File: src/rau_pkg.sv
// Shared constants, opcodes and controller/datapath command types
// for the rational arithmetic unit. No dependencies.
package rau_pkg;

   localparam int WIDTH = 32;
   localparam int DW    = 2 * WIDTH;
   localparam int CNT_W = $clog2(DW);
   localparam int OPC_W = 3;
   localparam int FW    = 32;
   localparam int DEN_W = 31;

   typedef enum logic [OPC_W-1:0] {
      OP_ADD   = 3'd0,
      OP_SUB   = 3'd1,
      OP_MUL   = 3'd2,
      OP_DIV   = 3'd3,
      OP_RECIP = 3'd4,
      OP_NEG   = 3'd5,
      OP_NORM  = 3'd6,
      OP_CMP   = 3'd7
   } opcode_type;

   typedef enum logic [1:0] {
      MSEL_P0 = 2'd0,
      MSEL_P1 = 2'd1,
      MSEL_P2 = 2'd2
   } msel_type;

   typedef struct packed {
      logic     load;
      logic     mul;
      msel_type mul_sel;
      logic     combine;
      logic     gcd_start;
      logic     gcd_step;
      logic     div_setup;
      logic     div_step;
      logic     finish;
   } rau_cmd_type;

   typedef struct packed {
      logic early;
      logic gcd_done;
      logic div_last;
   } rau_status_type;

   typedef struct packed {
      logic             neg;
      logic [WIDTH-1:0] mag;
   } smw_type;

   typedef struct packed {
      logic          neg;
      logic [DW-1:0] mag;
   } smd_type;

endpackage

File: src/rau_ctrl.sv
// Controller state machine: sequences multiply, combine, gcd and divide.
// Depends on rau_pkg.
module rau_ctrl (
   input  logic                    clock,
   input  logic                    reset,
   input  logic                    req_valid,
   output logic                    req_ready,
   output logic                    rsp_valid,
   input  logic                    rsp_ready,
   output rau_pkg::rau_cmd_type    cmd,
   input  rau_pkg::rau_status_type status
);
   import rau_pkg::*;

   typedef enum logic [7:0] {
      ST_IDLE  = 8'b0000_0001,
      ST_MUL   = 8'b0000_0010,
      ST_COMB  = 8'b0000_0100,
      ST_CHECK = 8'b0000_1000,
      ST_GCD   = 8'b0001_0000,
      ST_SHIFT = 8'b0010_0000,
      ST_DIV   = 8'b0100_0000,
      ST_FIN   = 8'b1000_0000
   } state_type;

   state_type state_ff, state_in;
   msel_type  mcnt_ff, mcnt_in;
   logic      valid_ff, valid_in;

   // Next state and commands
   always_comb begin
      state_in = state_ff;
      mcnt_in  = mcnt_ff;
      cmd      = '0;
      cmd.mul_sel = mcnt_ff;
      req_ready   = 1'b0;
      valid_in    = valid_ff && !rsp_ready;
      unique case (state_ff)
         ST_IDLE: begin
            req_ready = 1'b1;
            if (req_valid) begin
               cmd.load = 1'b1;
               mcnt_in  = MSEL_P0;
               state_in = ST_MUL;
            end
         end
         ST_MUL: begin
            cmd.mul = 1'b1;
            unique case (mcnt_ff)
               MSEL_P0: mcnt_in = MSEL_P1;
               MSEL_P1: mcnt_in = MSEL_P2;
               default: state_in = ST_COMB;
            endcase
         end
         ST_COMB: begin
            cmd.combine = 1'b1;
            state_in    = ST_CHECK;
         end
         ST_CHECK: begin
            if (status.early) begin
               state_in = ST_FIN;
            end else begin
               cmd.gcd_start = 1'b1;
               state_in      = ST_GCD;
            end
         end
         ST_GCD: begin
            if (status.gcd_done) begin
               state_in = ST_SHIFT;
            end else begin
               cmd.gcd_step = 1'b1;
            end
         end
         ST_SHIFT: begin
            cmd.div_setup = 1'b1;
            state_in      = ST_DIV;
         end
         ST_DIV: begin
            cmd.div_step = 1'b1;
            if (status.div_last) begin
               state_in = ST_FIN;
            end
         end
         ST_FIN: begin
            if (!valid_ff || rsp_ready) begin
               cmd.finish = 1'b1;
               valid_in   = 1'b1;
               state_in   = ST_IDLE;
            end
         end
         default: state_in = ST_IDLE;
      endcase
   end

   // Advance state, hold response valid until taken
   always_ff @(posedge clock) begin
      if (reset) begin
         state_ff <= ST_IDLE;
         mcnt_ff  <= MSEL_P0;
         valid_ff <= 1'b0;
      end else begin
         state_ff <= state_in;
         mcnt_ff  <= mcnt_in;
         valid_ff <= valid_in;
      end
   end

   assign rsp_valid = valid_ff;

endmodule

File: config.mk
export PLATFORM = sky130hd
export DESIGN_NAME = rau_ctrl
export DESIGN_NICKNAME = d
export VERILOG_FILES = /design/src/rau_pkg.sv /design/src/rau_ctrl.sv
export SDC_FILE = /design/constraint.sdc
export NUM_CORES = 1
export LEC_CHECK = 0
export ABC_AREA = 0
export BUFFER_PORTS_ARGS = -buffer_cell sky130_fd_sc_hd__buf_2
export CAP_MARGIN = 10
export CELL_PAD_IN_SITES_DETAIL_PLACEMENT = 0
export CELL_PAD_IN_SITES_GLOBAL_PLACEMENT = 1
export CORE_MARGIN = 1.5
export CORE_UTILIZATION = 36
export DETAILED_ROUTE_END_ITERATION = 7
export GPL_ROUTABILITY_DRIVEN = 0
export GPL_TIMING_DRIVEN = 0
export HOLD_SLACK_MARGIN = 0.06
export PLACE_DENSITY_LB_ADDON = 0.15
export SKIP_CTS_REPAIR_TIMING = 1
export SKIP_LAST_GASP = 1
export SYNTH_ARGS = -nofsm -noshare
export SYNTH_HDL_FRONTEND = slang
export SYNTH_SLANG_ARGS = --single-unit
File: constraint.sdc
create_clock -name clock -period 1.8 [get_ports clock]
set_input_delay 0.18 -clock clock [delete_from_list [all_inputs] [get_ports clock]]
set_output_delay 0.18 -clock clock [all_outputs]
set_load 0.05 [all_outputs]
==> run summary <==
hold depth - 2
type of element launching the critical path - flop
reg2reg setup slack - 0.11 ns
max_cap viols - 0
Synth Cell Area - 696 um2
HP Start - reset
power after layout - 814 uW
CP Max Fanout - 10
CTS Buffer Depth - 2
maximum number of pins on one net before global-route repair - 11
Post-synth EDFFs - 0
hpwl dp - 1300 um
Hold EP - mcnt_ff[0]$_SDFFE_PP0P_
Cells after Synth - 82
clk_skew - 0.00403 ns
TritonCTS Sinks - 11
Final TNS setup - 0 ns
GRT Util Overall - 19.0%
wire per inst - 14.4 um
commonest cells after routing, fill and taps aside - buf_2, buf_4, clkbuf_4, dfxtp_1, nor2_1
Core ar. - 0.00176 mm2
fin util - 55.8%
via count - 743
overall die height - 47.0 um
register area share after synthesis - 31.7%
Via density - 5.46
ant diodes - 0
DRT iter0 DRCs - 26
type of the worst min-delay path - primary input to flop
leading post-synthesis cells by cell area - dfxtp_1, nand4b_1, nor2_1
CTS Buf Count - 3
initial antenna violation count - 0
# rows - 15
Worst Hold Margin - 0.170 ns
Initial Util - 39.4%
# setup viols final - 0
R2R depth - 5
Yosys top cell area share - 31.7%
root buf cell - clkbuf_4
CTS H-tree lvls - 1
clock slew at the register clock pins of the worst setup and hold paths - 0.07 ns
status - completed
Worst-Skew Late Latency - 0.28 ns
CTS tree - built
Residual DRC - 0
YS warnings - 0
Post-synth top flop - dfxtp_1
period utilization - 97.6%
syn avg cell area - 8.48 um2
port buffer count - 18
Netlist cell types - 37
fraction of registers with async set or reset after synthesis - 0%
Critical Path End Type - output pin
TritonRoute pass-1 iters - 4
post-route minimum period - 1.76 ns
Yosys top cell by area - dfxtp_1
Worst R2R End - mcnt_ff[0]$_SDFFE_PP0P_
Worst EP required - 1.62 ns
die area - 0.00221 mm2
number of global-route vias before repair - 620
fraction of layout cells with a size suffix above 1 - 42.3%
reg2reg start - state_ff[3]$_SDFFE_PP0P_
global route overflow - 0
RSZ-0062 raised after global routing - yes
WP data arrival - 1.58 ns
nets - 119
Area growth syn-to-layout - 41.5%
relative slew slack - 74.8%
post-route ant nets - 0
measured slew at the worst slew-check pin - 0.375 ns
FMAX - 569 MHz
Routed WL - 1960 um
synthesized net count - 89
FF+latch count, synth - 11
WS Path Type - flop to output pin
Leak - 0.422 nW
top-level I/O count - 19
Cell Pwr Density - 827 mW/mm2
first-pass GRT wire length - 2920 um
Chip Width - 47.0 um
commonest non-fill, non-tap cell in the layout - buf_2
Max VDD drop - 0.463 mV
Fin. Hold Viols - 0
Slew Limit Fails - 0
logic make-up after synthesis:
| logic type | after synthesis | share of synthesized area, % |
|---|---|---|
| XOR/XNOR | 2 | 2.52 |
| flip-flops | 11 | 31.7 |
| buffers and inverters | 9 | 6.47 |
| AO/OA/AOI/OAI | 19 | 18.7 |
| AND/OR/NAND/NOR | 41 | 40.6 |
per-layer routing:
| layer | routed length (um) | vias to the layer above | track usage (%) |
|---|---|---|---|
| met3 | 119 | 4 | 4.62 |
| met5 | 0 | - | 0 |
| met2 | 943 | 35 | 26.6 |
| met1 | 872 | 337 | 28.3 |
| met4 | 27 | 0 | 6.67 |
| li1 | - | 367 | - |
per-stage QoR:
| step | instance area, um2 | instances | worst slack (ns) |
|---|---|---|---|
| 2_1_floorplan | 713 | 82 | 0.0260 |
| 3_3_place_gp | 835 | 125 | 0.0499 |
| 3_5_place_dp | 835 | 125 | 0.0736 |
| 4_1_cts | 861 | 129 | -0.232 |
| 5_1_grt | 985 | 136 | -0.0618 |
| 6_report | 985 | 136 | 0.0429 |
area by class of cell:
class / instances / area, um2
clock buffer: 4 / 26.3
inverter: 5 / 18.8
tap: 25 / 31.3
multi-input combinational: 62 / 468
sequential: 11 / 228
buffer: 3 / 23.8
timing repair buffer: 26 / 189
fill: 187 / 779
critical path: stages (launching register included):
cell      delay [ns]
dfxtp_1         0.31
buf_6           0.14
nor4_4          0.28
buf_4           0.18
nand4_1         0.10
inv_1           0.07
clkbuf_4        0.22
report_power, final:
group	leakage, nW	switching, mW	internal (mW)
logic	0.316	0.218	0.133
registers	0.0916	0.0257	0.260
clock network	0.0150	0.0902	0.0860
total	0.422	0.334	0.480
cell usage after synthesis, types with 2 or more instances:
library cell	n
a21oi_1	3
nor3b_1	3
o2111ai_1	2
o21ai_0	4
nand4_1	3
inv_1	4
nand4b_1	5
o211ai_1	3
nand2b_1	3
xor2_1	2
nand3_1	2
nor2_1	9
nor2b_1	3
buf_2	3
dfxtp_1	11
registers in the layout, indices dropped and copies added, names as in the netlist:
signal	flops
rsp_valid	1
state_ff	8
mcnt_ff	2
worst max-delay path by stage:
stage                                  start                       end  slack, ns
floorplan           state_ff[6]$_SDFFE_PP0P_  state_ff[1]$_SDFFE_PP0P_       0.03
global placement    state_ff[5]$_SDFFE_PP0P_                    cmd[9]       0.05
detailed placement  state_ff[5]$_SDFFE_PP0P_                    cmd[9]       0.07
CTS                 state_ff[5]$_SDFFE_PP0P_                    cmd[9]      -0.23
global route        state_ff[6]$_SDFFE_PP0P_                    cmd[0]      -0.06
finish              state_ff[6]$_SDFFE_PP0P_                    cmd[9]       0.04
Note: power is estimated with default switching activity, not from simulation.
